## src/rtl/core/apb_pkg.sv

```systemverilog
// ----------------------------------------------------------------------------
// apb_pkg
// Shared types, operation codes and arithmetic helpers for the ARGB8888
// pixel blend pipeline.
// ----------------------------------------------------------------------------
`default_nettype none

package apb_pkg;

  // Operation codes carried on tuser.
  localparam logic [2:0] KIND_BLEND_SRC = 3'd0;
  localparam logic [2:0] KIND_BLEND_AMT = 3'd1;
  localparam logic [2:0] KIND_DARKEN    = 3'd2;
  localparam logic [2:0] KIND_DESAT     = 3'd3;
  localparam logic [2:0] KIND_FADE      = 3'd4;
  localparam logic [2:0] KIND_PREMUL    = 3'd5;

  localparam int unsigned NUM_CH = 3;

  // Fixed-point reciprocal of 100: 5243 / 2^19.
  localparam logic [12:0] RECIP_100 = 13'd5243;
  localparam int unsigned RECIP_SHIFT = 19;

  localparam logic [6:0] PCT_FULL = 7'd100;
  localparam logic [7:0] ALPHA_OPAQUE = 8'hFF;

  // One accepted input word.
  typedef struct packed {
    logic [2:0]  kind;
    logic [31:0] dest;
    logic [31:0] src;
    logic [7:0]  amount;
    logic [6:0]  pct;
  } apb_item_t;

  // Products after the multiply stage.
  typedef struct packed {
    logic [2:0]                  kind;
    logic [31:0]                 dest;
    logic [31:0]                 src;
    logic [7:0]                  amount;
    logic                        pct_zero;
    logic                        pct_full;
    logic [NUM_CH-1:0][15:0]     mul_inv;
    logic [NUM_CH-1:0][15:0]     mul_src;
    logic [NUM_CH-1:0][14:0]     fade_mag;
    logic [NUM_CH-1:0]           fade_neg;
    logic [7:0]                  gray;
  } apb_prod_t;

  // Scaled channels after the divide stage.
  typedef struct packed {
    logic [2:0]                  kind;
    logic [31:0]                 dest;
    logic [31:0]                 src;
    logic [7:0]                  amount;
    logic                        pct_zero;
    logic                        pct_full;
    logic [NUM_CH-1:0][7:0]      scl_inv;
    logic [NUM_CH-1:0][7:0]      scl_src;
    logic [NUM_CH-1:0][7:0]      fade_q;
    logic [NUM_CH-1:0]           fade_neg;
    logic [7:0]                  gray;
  } apb_scl_t;

  // Rounded division of an 8x8 product by 255: round(p / 255).
  // With x = p + 127 < 2^16, x / 255 equals (x + (x >> 8) + 1) >> 8.
  function automatic logic [7:0] div255_round(input logic [15:0] prod);
    logic [16:0] x;
    logic [16:0] t;
    begin
      x = {1'b0, prod} + 17'd127;
      t = x + {8'd0, x[16:8]} + 17'd1;
      return t[15:8];
    end
  endfunction

endpackage

`default_nettype wire

```

## src/rtl/core/apb_mul_stage.sv

```systemverilog
// ----------------------------------------------------------------------------
// apb_mul_stage
// First pipeline stage: per-channel 8x8 products for blending and scaling,
// signed fade products, and the desaturation gray level.
// ----------------------------------------------------------------------------
`default_nettype none

module apb_mul_stage (
  input  wire                    clk,
  input  wire                    rst_n,
  input  wire                    in_valid,
  output logic                   in_ready,
  input  apb_pkg::apb_item_t     in_item,
  output logic                   out_valid,
  input  wire                    out_ready,
  output apb_pkg::apb_prod_t     out_prod
);
  import apb_pkg::*;

  logic       valid_r;
  logic       valid_nxt;
  apb_prod_t  prod_r;
  apb_prod_t  prod_nxt;

  logic [7:0] a_sel;
  logic [7:0] a_inv;
  logic [7:0] r_ch;
  logic [7:0] g_ch;
  logic [7:0] b_ch;
  logic [7:0] mx;
  logic [7:0] mn;
  logic [8:0] mm_sum;

  // Stage advances when empty or when the next stage takes its word.
  assign in_ready  = !valid_r || out_ready;
  assign valid_nxt = in_ready ? in_valid : valid_r;

  // Blend factor: source alpha for kind 0, the amount field otherwise.
  assign a_sel = (in_item.kind == KIND_BLEND_SRC) ? in_item.src[31:24] : in_item.amount;
  assign a_inv = ALPHA_OPAQUE - a_sel;

  // Max and min of the source color channels for desaturation.
  assign r_ch = in_item.src[23:16];
  assign g_ch = in_item.src[15:8];
  assign b_ch = in_item.src[7:0];

  always_comb begin
    mx = r_ch;
    mn = r_ch;
    if (g_ch > mx) begin
      mx = g_ch;
    end
    if (b_ch > mx) begin
      mx = b_ch;
    end
    if (g_ch < mn) begin
      mn = g_ch;
    end
    if (b_ch < mn) begin
      mn = b_ch;
    end
  end

  assign mm_sum = {1'b0, mx} + {1'b0, mn};

  // Per-channel products.
  always_comb begin
    logic [7:0]         d_ch;
    logic [7:0]         s_ch;
    logic signed [8:0]  diff;
    logic signed [16:0] fprod;
    logic [16:0]        fabs;
    prod_nxt.kind     = in_item.kind;
    prod_nxt.dest     = in_item.dest;
    prod_nxt.src      = in_item.src;
    prod_nxt.amount   = in_item.amount;
    prod_nxt.pct_zero = (in_item.pct == 7'd0);
    prod_nxt.pct_full = (in_item.pct >= PCT_FULL);
    prod_nxt.gray     = mm_sum[8:1];
    for (int c = 0; c < NUM_CH; c++) begin
      d_ch  = in_item.dest[c*8 +: 8];
      s_ch  = in_item.src[c*8 +: 8];
      prod_nxt.mul_inv[c] = {8'd0, d_ch} * {8'd0, a_inv};
      prod_nxt.mul_src[c] = {8'd0, s_ch} * {8'd0, a_sel};
      diff  = $signed({1'b0, s_ch}) - $signed({1'b0, d_ch});
      fprod = 17'(diff) * $signed({10'd0, in_item.pct});
      fabs  = fprod[16] ? 17'(-fprod) : 17'(fprod);
      prod_nxt.fade_mag[c] = fabs[14:0];
      prod_nxt.fade_neg[c] = fprod[16];
    end
  end

  // Valid bit.
  always_ff @(posedge clk) begin
    if (!rst_n) begin
      valid_r <= 1'b0;
    end else begin
      valid_r <= valid_nxt;
    end
  end

  // Payload register.
  always_ff @(posedge clk) begin
    if (in_ready && in_valid) begin
      prod_r <= prod_nxt;
    end
  end

  assign out_valid = valid_r;
  assign out_prod  = prod_r;

endmodule

`default_nettype wire

```

## src/rtl/core/apb_scale_stage.sv

```systemverilog
// ----------------------------------------------------------------------------
// apb_scale_stage
// Second pipeline stage: rounded division by 255 of the scaling products and
// reciprocal-multiply division by 100 of the fade magnitudes.
// ----------------------------------------------------------------------------
`default_nettype none

module apb_scale_stage (
  input  wire                    clk,
  input  wire                    rst_n,
  input  wire                    in_valid,
  output logic                   in_ready,
  input  apb_pkg::apb_prod_t     in_prod,
  output logic                   out_valid,
  input  wire                    out_ready,
  output apb_pkg::apb_scl_t      out_scl
);
  import apb_pkg::*;

  logic      valid_r;
  logic      valid_nxt;
  apb_scl_t  scl_r;
  apb_scl_t  scl_nxt;

  assign in_ready  = !valid_r || out_ready;
  assign valid_nxt = in_ready ? in_valid : valid_r;

  // Scale and divide each channel.
  always_comb begin
    logic [27:0] fq;
    scl_nxt.kind     = in_prod.kind;
    scl_nxt.dest     = in_prod.dest;
    scl_nxt.src      = in_prod.src;
    scl_nxt.amount   = in_prod.amount;
    scl_nxt.pct_zero = in_prod.pct_zero;
    scl_nxt.pct_full = in_prod.pct_full;
    scl_nxt.fade_neg = in_prod.fade_neg;
    scl_nxt.gray     = in_prod.gray;
    for (int c = 0; c < NUM_CH; c++) begin
      scl_nxt.scl_inv[c] = div255_round(in_prod.mul_inv[c]);
      scl_nxt.scl_src[c] = div255_round(in_prod.mul_src[c]);
      // Quotient of the magnitude by 100, exact for magnitudes below 25600, whose quotient fits in 8 bits.
      fq = {13'd0, in_prod.fade_mag[c]} * {15'd0, RECIP_100};
      scl_nxt.fade_q[c] = fq[RECIP_SHIFT +: 8];
    end
  end

  always_ff @(posedge clk) begin
    if (!rst_n) begin
      valid_r <= 1'b0;
    end else begin
      valid_r <= valid_nxt;
    end
  end

  always_ff @(posedge clk) begin
    if (in_ready && in_valid) begin
      scl_r <= scl_nxt;
    end
  end

  assign out_valid = valid_r;
  assign out_scl   = scl_r;

endmodule

`default_nettype wire

```

## src/rtl/core/apb_merge_stage.sv

```systemverilog
// ----------------------------------------------------------------------------
// apb_merge_stage
// Final pipeline stage: sums blend terms, applies the signed fade step,
// selects the result by operation and holds it in the output register.
// ----------------------------------------------------------------------------
`default_nettype none

module apb_merge_stage (
  input  wire                    clk,
  input  wire                    rst_n,
  input  wire                    in_valid,
  output logic                   in_ready,
  input  apb_pkg::apb_scl_t      in_scl,
  output logic                   out_valid,
  input  wire                    out_ready,
  output logic [31:0]            out_pixel
);
  import apb_pkg::*;

  logic        valid_r;
  logic        valid_nxt;
  logic [31:0] pixel_r;
  logic [31:0] pixel_nxt;

  logic [23:0] blend_rgb;
  logic [23:0] fade_rgb;

  assign in_ready  = !valid_r || out_ready;
  assign valid_nxt = in_ready ? in_valid : valid_r;

  // Blend sums and fade steps per channel, both wrapping at 8 bits.
  always_comb begin
    logic [7:0] step;
    for (int c = 0; c < NUM_CH; c++) begin
      blend_rgb[c*8 +: 8] = in_scl.scl_inv[c] + in_scl.scl_src[c];
      step = in_scl.fade_neg[c] ? 8'(-in_scl.fade_q[c]) : in_scl.fade_q[c];
      fade_rgb[c*8 +: 8] = in_scl.dest[c*8 +: 8] + step;
    end
  end

  // Result selection by operation.
  always_comb begin
    case (in_scl.kind)
      KIND_BLEND_SRC, KIND_BLEND_AMT: begin
        pixel_nxt = {ALPHA_OPAQUE, blend_rgb};
      end
      KIND_DARKEN: begin
        pixel_nxt = {ALPHA_OPAQUE, in_scl.scl_src};
      end
      KIND_DESAT: begin
        pixel_nxt = {in_scl.src[31:24], in_scl.gray, in_scl.gray, in_scl.gray};
      end
      KIND_FADE: begin
        if (in_scl.pct_zero) begin
          pixel_nxt = in_scl.dest;
        end else if (in_scl.pct_full) begin
          pixel_nxt = in_scl.src;
        end else begin
          pixel_nxt = {ALPHA_OPAQUE, fade_rgb};
        end
      end
      KIND_PREMUL: begin
        if (in_scl.amount == 8'd0) begin
          pixel_nxt = 32'd0;
        end else if (in_scl.amount == ALPHA_OPAQUE) begin
          pixel_nxt = {ALPHA_OPAQUE, in_scl.src[23:0]};
        end else begin
          pixel_nxt = {in_scl.amount, in_scl.scl_src};
        end
      end
      default: begin
        pixel_nxt = 32'd0;
      end
    endcase
  end

  always_ff @(posedge clk) begin
    if (!rst_n) begin
      valid_r <= 1'b0;
    end else begin
      valid_r <= valid_nxt;
    end
  end

  always_ff @(posedge clk) begin
    if (in_ready && in_valid) begin
      pixel_r <= pixel_nxt;
    end
  end

  assign out_valid = valid_r;
  assign out_pixel = pixel_r;

endmodule

`default_nettype wire

```

## src/rtl/core/argb_pixel_blend_unit.sv

```systemverilog
// ----------------------------------------------------------------------------
// argb_pixel_blend_unit
// Streaming ARGB8888 pixel operations: alpha blend, darken, desaturate,
// percent fade and premultiply, one result word per input word.
// ----------------------------------------------------------------------------
// Usage:
//   The input channel (in_*) carries one word per pixel: the operation code
//   on in_tuser and the two pixels, amount and fade percent on in_tdata.
//   The output channel (out_*) returns one packed ARGB8888 pixel per input
//   word, in order.
//   From acceptance to out_tvalid a word passes a multiply stage, a
//   divide stage (rounding by 255, reciprocal for 100) and a merge stage
//   that owns the output register.
//   Throughput is one word per cycle while out_tready stays high; no state links one word to the next.
//   Synchronous reset clears all valid bits; no word is pending afterward.
//   When the receiver holds out_tready low, the output word and out_tvalid
//   hold and the stall propagates backward stage by stage; in_tready stays
//   high as long as some stage still has a free slot, and nothing is lost
//   or repeated.
// ----------------------------------------------------------------------------
`default_nettype none

module argb_pixel_blend_unit (
  input  wire         clk,
  input  wire         rst_n,
  // Input channel.
  input  wire         in_tvalid,
  output logic        in_tready,
  // in_tdata: dest_pixel [31:0], src_pixel [63:32], amount [71:64],
  //           fade_percent [78:72], zero fill [79].
  input  wire [79:0]  in_tdata,
  // in_tuser: kind [2:0].
  input  wire [2:0]   in_tuser,
  // Output channel.
  output logic        out_tvalid,
  input  wire         out_tready,
  // out_tdata: result_pixel [31:0].
  output logic [31:0] out_tdata
);
  import apb_pkg::*;

  apb_item_t item;
  apb_prod_t prod;
  apb_scl_t  scl;
  logic      prod_valid;
  logic      prod_ready;
  logic      scl_valid;
  logic      scl_ready;

  // Unpack the input word.
  assign item.kind   = in_tuser;
  assign item.dest   = in_tdata[31:0];
  assign item.src    = in_tdata[63:32];
  assign item.amount = in_tdata[71:64];
  assign item.pct    = in_tdata[78:72];

  apb_mul_stage u_mul (
    .clk       (clk),
    .rst_n     (rst_n),
    .in_valid  (in_tvalid),
    .in_ready  (in_tready),
    .in_item   (item),
    .out_valid (prod_valid),
    .out_ready (prod_ready),
    .out_prod  (prod)
  );

  apb_scale_stage u_scale (
    .clk       (clk),
    .rst_n     (rst_n),
    .in_valid  (prod_valid),
    .in_ready  (prod_ready),
    .in_prod   (prod),
    .out_valid (scl_valid),
    .out_ready (scl_ready),
    .out_scl   (scl)
  );

  apb_merge_stage u_merge (
    .clk       (clk),
    .rst_n     (rst_n),
    .in_valid  (scl_valid),
    .in_ready  (scl_ready),
    .in_scl    (scl),
    .out_valid (out_tvalid),
    .out_ready (out_tready),
    .out_pixel (out_tdata)
  );

endmodule

`default_nettype wire

```

## config.mk

```make
export PLATFORM = sky130hd
export DESIGN_NAME = argb_pixel_blend_unit
export DESIGN_NICKNAME = d
export VERILOG_FILES = /design/src/rtl/core/apb_pkg.sv /design/src/rtl/core/apb_mul_stage.sv /design/src/rtl/core/apb_scale_stage.sv /design/src/rtl/core/apb_merge_stage.sv /design/src/rtl/core/argb_pixel_blend_unit.sv
export SDC_FILE = /design/constraint.sdc
export NUM_CORES = 2
export LEC_CHECK = 0
export ABC_AREA = 0
export BUFFER_PORTS_ARGS = -buffer_cell sky130_fd_sc_hd__buf_2
export CORE_MARGIN = 3
export CORE_UTILIZATION = 35
export DETAILED_ROUTE_END_ITERATION = 8
export HOLD_SLACK_MARGIN = 0.06
export PLACE_DENSITY = 0.48
export SLEW_MARGIN = 20
export SYNTH_ARGS = -nofsm -noshare
export SYNTH_HDL_FRONTEND = slang
export SYNTH_SLANG_ARGS = --single-unit
```

## constraint.sdc

```tcl
create_clock -name clk -period 19.6 [get_ports clk]
set_input_delay 0 -clock clk [delete_from_list [all_inputs] [get_ports clk]]
set_output_delay 0 -clock clk [all_outputs]
set_load 0.1 [all_outputs]
```

==> flow_summary.json <==
{
  "synthCells": 5243,
  "yosysUniqueCellTypes": 81,
  "ys_warn_count": 0,
  "synth_area_leaders": "edfxtp_1 24%, fa_1 22%, ha_1 18%",
  "drc": 0,
  "core_area_um2": 147800,
  "drive_gt1_share_pct": 5.516,
  "grt_pass1_wl_mm": 215.0,
  "setup_tns_ns": 0,
  "min_to": "u_mul.out_prod[152]$_DFFE_PP_",
  "async_flop_share_pct": 0,
  "fill_cells": 14701,
  "drtIter0Drc": 1759,
  "die_w_um": 392.1,
  "report.final.slew_viol_count": 0,
  "hold_path.class": "in2reg",
  "synth_top_flop_cell": "edfxtp_1",
  "wl_per_cell_um": 18.37,
  "clk_latency_ns": 0.63,
  "start_util_pct": 35.30,
  "hold_viol_final": 0,
  "postLayoutCoreUtil_pct": 39.26,
  "cts_tree": "done",
  "regArea_um2": 12700,
  "path_class": "in2reg",
  "layout_commonest_cell": "inv_1",
  "startpoint": "in_tdata[9]",
  "syn-cell-area_um2": 52180,
  "crit_path_frequent_cell": "fa_1",
  "detail-route-antenna-nets": 0,
  "vias": 36084,
  "std_cell_rows": 141,
  "multiInputGateArea_um2": 35300,
  "worst-endpoint-required_ns": 19.97,
  "post-place-ws_ns": 11.94,
  "synthXorXnorAreaFrac_pct": 6.093,
  "critPathBufInv": 6,
  "syn_nets": 6684,
  "max_stage_delay_ns": 0.66,
  "synthSimpleGateAreaFrac_pct": 11.57,
  "period_needed_ns": 7.482,
  "cp_max_fo": 14,
  "drv_cap": 0,
  "ctsHoldBuffers": 88,
  "cts_sinks": 424,
  "finClkSkew_ns": 0.01679,
  "finalCritPeriodShare_pct": 38.17,
  "cts.clk_slew.worst_paths_ns": 0.05,
  "status": "complete, no violations",
  "worst_pin_slew_ns": 1.058,
  "finalWorstSetupSlack_ns": 12.12,
  "port_buffers": 119,
  "area_growth_pct": 11.23,
  "htreeDepth": 2,
  "wirelength_mm": 136.5,
  "grt_pass1_vias": 37584,
  "cts_made_buffers": 53,
  "synth_top_family_by_area": "adder cells",
  "rsz0062_at_grt": "no",
  "start_kind": "primary input",
  "cts_resized": 0,
  "synth_compound_area_share_pct": 7.853,
  "arrival_ns": 7.85,
  "synthMuxAreaShare_pct": 0.9591,
  "pin_count": 121,
  "timing.rr.end": "u_scale.out_scl[26]$_DFFE_PP_",
  "relSlewSlack_pct": 29.21,
  "setup_violations": 0,
  "grt_max_degree": 153,
  "gp_congestion": 0.8454,
  "rr_startpoint": "u_mul.out_prod[36]$_DFFE_PP_",
  "crit_slowest_cell": "nor2_1",
  "first_pass_iters": 7,
  "grt_util_all_layers_pct": 18.07,
  "die_area_um2": 153800,
  "hp-start": "in_tdata[77]",
  "fmax_mhz": 133.7,
  "ys_ff_latch": 424,
  "r2r_cells": 17,
  "synthAdderAreaFrac_pct": 40.85,
  "synth_top_area_share_pct": 24.23,
  "avgSynthCellArea_um2": 9.952,
  "setup.worst_path.end_class": "flip-flop",
  "fp.dieH_um": 392.1,
  "synth-edff-count": 421,
  "drt-vias-per-instance": 4.857,
  "nNetsFinal": 6891,
  "yosysTopAreaCell": "edfxtp_1",
  "antenna_found_initial": 14,
  "critPathTopFamily": "adder cells",
  "cts-root-buf": "clkbuf_16",
  "cts_buffer_depth": 3,
  "hpwlAfterDp_mm": 107.9,
  "post_cts_buffers": 0,
  "final_cell_mix": "1,050 x inv_1, 771 x ha_1, 583 x fa_1",
  "holdPathStages": 3,
  "seq_area_frac_synth_pct": 24.34,
  "r2r_setup_slack_ns": 14.11,
  "gr-total-overflow": 0
}
per-layer routing:
metal / wire [um] / track usage, %
met3: 4920 / 1.668
met5: 27 / 0
met2: 65280 / 31.35
met1: 63780 / 24.55
met4: 2489 / 3.692
metrics by stage:
stage / hold slack [ns] / std cells / instance area, um^2
after global placement: 0.1805 / 7235 / 55300
after CTS: 0.06524 / 7421 / 57980
after floorplan: 0.09887 / 5243 / 52180
after global routing: 0.1011 / 7427 / 58030
after detailed placement: 0.1792 / 7235 / 55320
final: 0.1138 / 7429 / 58040
worst max-delay path by stage:
stage	to	slack (ns)	cells past startpoint
floorplan	u_mul.out_prod[0]$_DFFE_PP_	6.00	1
global placement	u_mul.out_prod[30]$_DFFE_PP_	11.59	28
detailed placement	u_mul.out_prod[30]$_DFFE_PP_	11.94	28
CTS	u_mul.out_prod[30]$_DFFE_PP_	12.06	29
global route	u_mul.out_prod[30]$_DFFE_PP_	11.59	29
finish	u_mul.out_prod[30]$_DFFE_PP_	12.12	29
layout make-up:
class | count | share of cell area [%]
clock buffers | 60 | 2.404
diodes | 6 | 0.02587
multi-input cells | 3662 | 60.83
clock inverters | 38 | 0.6575
well taps | 1930 | 4.161
flip-flops and latches | 424 | 21.89
repair buffers | 252 | 3.203
inverters | 1057 | 6.836
cells in the mapped netlist, types with 58 or more instances:
library cell and count:
a21oi_1 175, and2_1 160, clkbuf_1 91, edfxtp_1 421, fa_1 583, ha_1 771, inv_1 1050, nand2_1 372
nor2_1 382, nor2b_1 66, nor3_1 58, o21ai_0 140, xnor2_1 251, xor2_1 112
sequential cells by signal, indices dropped and copies added (netlist names):
name / flops
u_mul.out_prod: 229
u_scale.out_scl: 160
u_merge.out_pixel: 32
u_merge.out_valid: 1
u_mul.out_valid: 1
u_scale.out_valid: 1
worst register-to-register path, delay by kind of cell (launching register included):
kind	cells	cell delay, ns
adders and majority gates	6	2.68
AOI/OAI and AO/OA	7	1.68
DFF	1	0.55
xor gates and xnor gates	1	0.13
buffers and inverters	2	0.10
and+or+nand+nor	1	0.07
cells by family (layout without fill, tap and decap cells):
| logic type | count (synthesis) | after routing |
|---|---|---|
| flip-flops | 424 | 424 |
| adder cells (fa/ha/maj) | 1354 | 1354 |
| buffers and inverters | 1157 | 1407 |
| AO/OA/AOI/OAI | 631 | 631 |
| XOR/XNOR | 363 | 363 |
| AND/OR/NAND/NOR | 1265 | 1265 |
| other | 0 | 6 |
| multiplexers | 49 | 49 |
Power is not shown: default switching activity piles up to over one toggle a cycle in this logic, so the estimate is an artifact.
